File: config.mk
export PLATFORM = sky130hd
export DESIGN_NAME = rmtm_ram
export DESIGN_NICKNAME = d
export VERILOG_FILES = /design/src/hdl/rmtm_ram.sv
export SDC_FILE = /design/constraint.sdc
export NUM_CORES = 2
export LEC_CHECK = 0
export ABC_AREA = 1
export BUFFER_PORTS_ARGS = -buffer_cell sky130_fd_sc_hd__buf_4
export CORE_ASPECT_RATIO = 2
export CORE_UTILIZATION = 50
export CTS_CLUSTER_DIAMETER = 40
export DETAILED_ROUTE_END_ITERATION = 10
export PLACE_DENSITY_LB_ADDON = 0.05
export SYNTH_ARGS = -nofsm -noshare
export SYNTH_HDL_FRONTEND = slang
export SYNTH_SLANG_ARGS = --single-unit
File: constraint.sdc
create_clock -name clk_i -period 4.45 [get_ports clk_i]
set_input_delay 0.89 -clock clk_i [delete_from_list [all_inputs] [get_ports clk_i]]
set_output_delay 0.89 -clock clk_i [all_outputs]
set_load 0.05 [all_outputs]
File: src/hdl/rmtm_ram.sv
// ----------------------------------------------------------------------------
// rmtm_ram
// Simple dual-port RAM, one write and one registered read port.
// ----------------------------------------------------------------------------
module rmtm_ram #(
  parameter int unsigned WIDTH = 2,
  parameter int unsigned DEPTH = 1024
) (
  input  logic                     clk_i,
  input  logic                     we_i,
  input  logic [$clog2(DEPTH)-1:0] waddr_i,
  input  logic [WIDTH-1:0]         wdata_i,
  input  logic                     re_i,
  input  logic [$clog2(DEPTH)-1:0] raddr_i,
  output logic [WIDTH-1:0]         rdata_o
);

  logic [WIDTH-1:0] mem_q [DEPTH];

  always_ff @(posedge clk_i) begin
    if (we_i) begin
      mem_q[waddr_i] <= wdata_i;
    end
    if (re_i) begin
      rdata_o <= mem_q[raddr_i];
    end
  end

endmodule

==> metrics.md <==
| Metric | Value |
|---|---|
| Rel. slew slack | `16.7%` |
| Post-cts gate resize count | `0` |
| Die width | `297 um` |
| Worst Path Class, Setup | `input pin to flop` |
| Synth Area per Inst | `10.9 um^2` |
| Fin nets | `7812` |
| RSZ-0062 raised after global routing | `false` |
| Outcome | `completed` |
| Setup TNS | `0 ps` |
| Number of routed nets with antenna violations | `0` |
| Core Area | `0.173 mm^2` |
| Initial Util | `50.3%` |
| GP Congestion | `0.831` |
| # DRC | `0` |
| Crit-path max cell delay | `580 ps` |
| Commonest cells post-synth | `2119 x nand2_1, 2050 x edfxtp_1, 2049 x nand3_1` |
| Asr flop ratio synth | `0%` |
| Area Overhead vs Synth | `10.2%` |
| Final setup fails | `0` |
| YS warnings | `0` |
| Postcts setup bufs | `0` |
| Final hold viol count | `0` |
| Sequential area share after synthesis | `70.8%` |
| Tmin final | `3370 ps` |
| Critical-path maximum fanout | `65` |
| Rows | `216` |
| Worst-Margin Slew | `1240 ps` |
| Type of the tightest min-delay check | `input pin to flop` |
| CTS Hold Bufs | `0` |
| Final instance area | `0.0959 mm^2` |
| Reg2reg path depth | `12` |
| CTS sink count | `2050` |
| Grt total ovfl | `0` |
| CP arrival | `4070 ps` |
| TritonRoute pass-1 iters | `6` |
| Drt initial violations | `5551` |
| H-tree Lvls | `4` |
| Synthesized flop and latch total | `2050` |
| Leak Pwr | `32.4 nW` |
| Largest net degree at the start of global routing | `147` |
| DR vias/cell | `5.92` |
| R2R setup slack | `2000 ps` |
| Footprint of the multi-input gates | `0.0225 mm^2` |
| Skew final | `40.7 ps` |
| Overall die area | `0.176 mm^2` |
| EDFF count, synth | `2050` |
| Layout Cells excl Fill | `10200` |
| Fill cells | `15200` |
| Cells after DPL | `9882` |
| Tot Pwr | `39.6 mW` |
| IO Port Bufs | `26` |
| FF/Latch Area | `0.0616 mm^2` |
| Mapped Cells | `7976` |
| Routed len/inst | `26.3 um` |
| CTS Root Cell | `clkbuf_16` |
| Critical Path RT | `5150 ps` |
| Placed cell area | `0.0900 mm^2` |
| Maximum VDD drop | `0.346 mV` |
| Share of cells above drive strength 1 | `7.05%` |
| Routed vias | `60600` |
| Post-Syn Area | `0.0870 mm^2` |
| Most used cell, CP | `nand3_1` |
| Clock Pin Slew Worst Setup and Hold Paths | `60 ps` |
| Antenna violations before repair | `10` |
| Final WL | `269000 um` |
| I/O pins | `27` |
| Global-route wire length before repair | `390000 um` |
| Hold Slack | `372 ps` |
| Max clock buf depth | `4` |
| Post-synthesis net count | `8001` |
| Cell with the most instances after synthesis | `nand2_1` |
| CTS tree | `yes` |
| Synth top area share | `70.8%` |
| Top_reg_cell synth | `edfxtp_1` |
| Worst setup SP type | `input pin` |
| Clock buffer count from CTS | `192` |
| Die height | `592 um` |
| Max cap viols | `0` |
| Fin. max-slew vios | `0` |
| Largest cells by area after synthesis | `edfxtp_1 71%, nand3_1 12%, nand2_1 9.1%` |
| GRT Total Usage | `30.4%` |
| Crit-path cells | `buf_8 > inv_16 > buf_4 > nand2_1 > nand3_1 > nand3_1 > nand3_1 > nand3_1 > nand3_1 > nand3_1 > nand3_1 > nand3_1 > nand2_1 > nand2_1 > nand2_1` |
| Max Clk Rate | `0.297 GHz` |
| Pwr dens | `413 mW/mm^2` |
| DPL Wire Length | `150000 um` |
| Crit-path slowest cell | `buf_4` |
| Number of global-route vias before repair | `60500` |
| Fin crit share | `75.7%` |
| Synth unique cells | `16` |
| CP endpoint kind | `flop` |
| Synth area leader | `edfxtp_1` |
| Clock latency on the worst-skew pair | `830 ps` |
| Hold Path Stages | `1` |
[worst paths after layout]
path,from,endpoint
worst min register to register,mem_q[144][0],rdata_o[0]
worst max register to register,mem_q[1001][0],rdata_o[0]
worst min-delay path,re_i,rdata_o[1]
worst max-delay path,raddr_i[0],rdata_o[0]
[sequential cells by signal, indices dropped and copies added, names as in the netlist]
name / flops
mem_q: 2048
rdata_o: 2
[logic make-up (layout without fill, tap and decap cells)]
kind of cell  count (synthesis)  after routing  share of synthesized area, %
simple gates               5236           5236                          25.6
flops                      2050           2050                          70.8
buf+inv                     690            644                          3.63
other cells                   0              3                             0
[routing by layer]
metal	GRT usage, %	vias to the layer above	part of all wire [%]
met4	14.8	2	5.3
met3	3.33	569	6.4
met2	53.7	2242	51
li1	-	27400	-
met5	0	-	0.0060
met1	37.0	30400	37
[power by group]
group,internal [mW],switching (mW)
Sequential,21.2,0.00815
Clock,8.67,7.13
Combinational,0.635,1.90
Total,30.5,9.04
[critical path, delay by kind of cell]
family / cells / cell delay (ps)
simple gates: 12 / 1890
buf+inv: 3 / 1050
[final cells by class]
cell class                      count  share of cell area (%)
Tap cell                         2289                    2.99
Timing Repair Buffer              262                    3.03
Clock inverter                    110                   0.906
Antenna cell                        3                 0.00783
Clock buffer                      227                    5.19
Sequential cell                  2050                    64.2
Multi-Input combinational cell   5236                    23.5
Inverter                           45                   0.217
[layout by cell type, fill, tap and decap left out, types with 4 or more instances in the layout]
cell type and n:
buf_8 5, clkbuf_1 33, buf_4 184, nand3_4 6
clkinv_2 34, nand2_2 5, inv_1 37, nor2_1 1038
clkinv_1 46, inv_6 5, edfxtp_1 2050, clkinvlp_4 10
clkbuf_16 194, nor3_1 21, clkinv_4 4, buf_12 72
bufinv_16 12, nand2_4 16, nand4_1 5, nand2_1 2098
nand3_1 2043
[metrics by stage]
stage	setup slack, ps	util, %
6_report	1080	55.4
5_1_grt	1020	55.4
4_1_cts	1170	55.4
3_5_place_dp	294	52.0
3_3_place_gp	267	52.0
2_1_floorplan	1930	-
No activity file was read; power rests on OpenSTA's default activity.
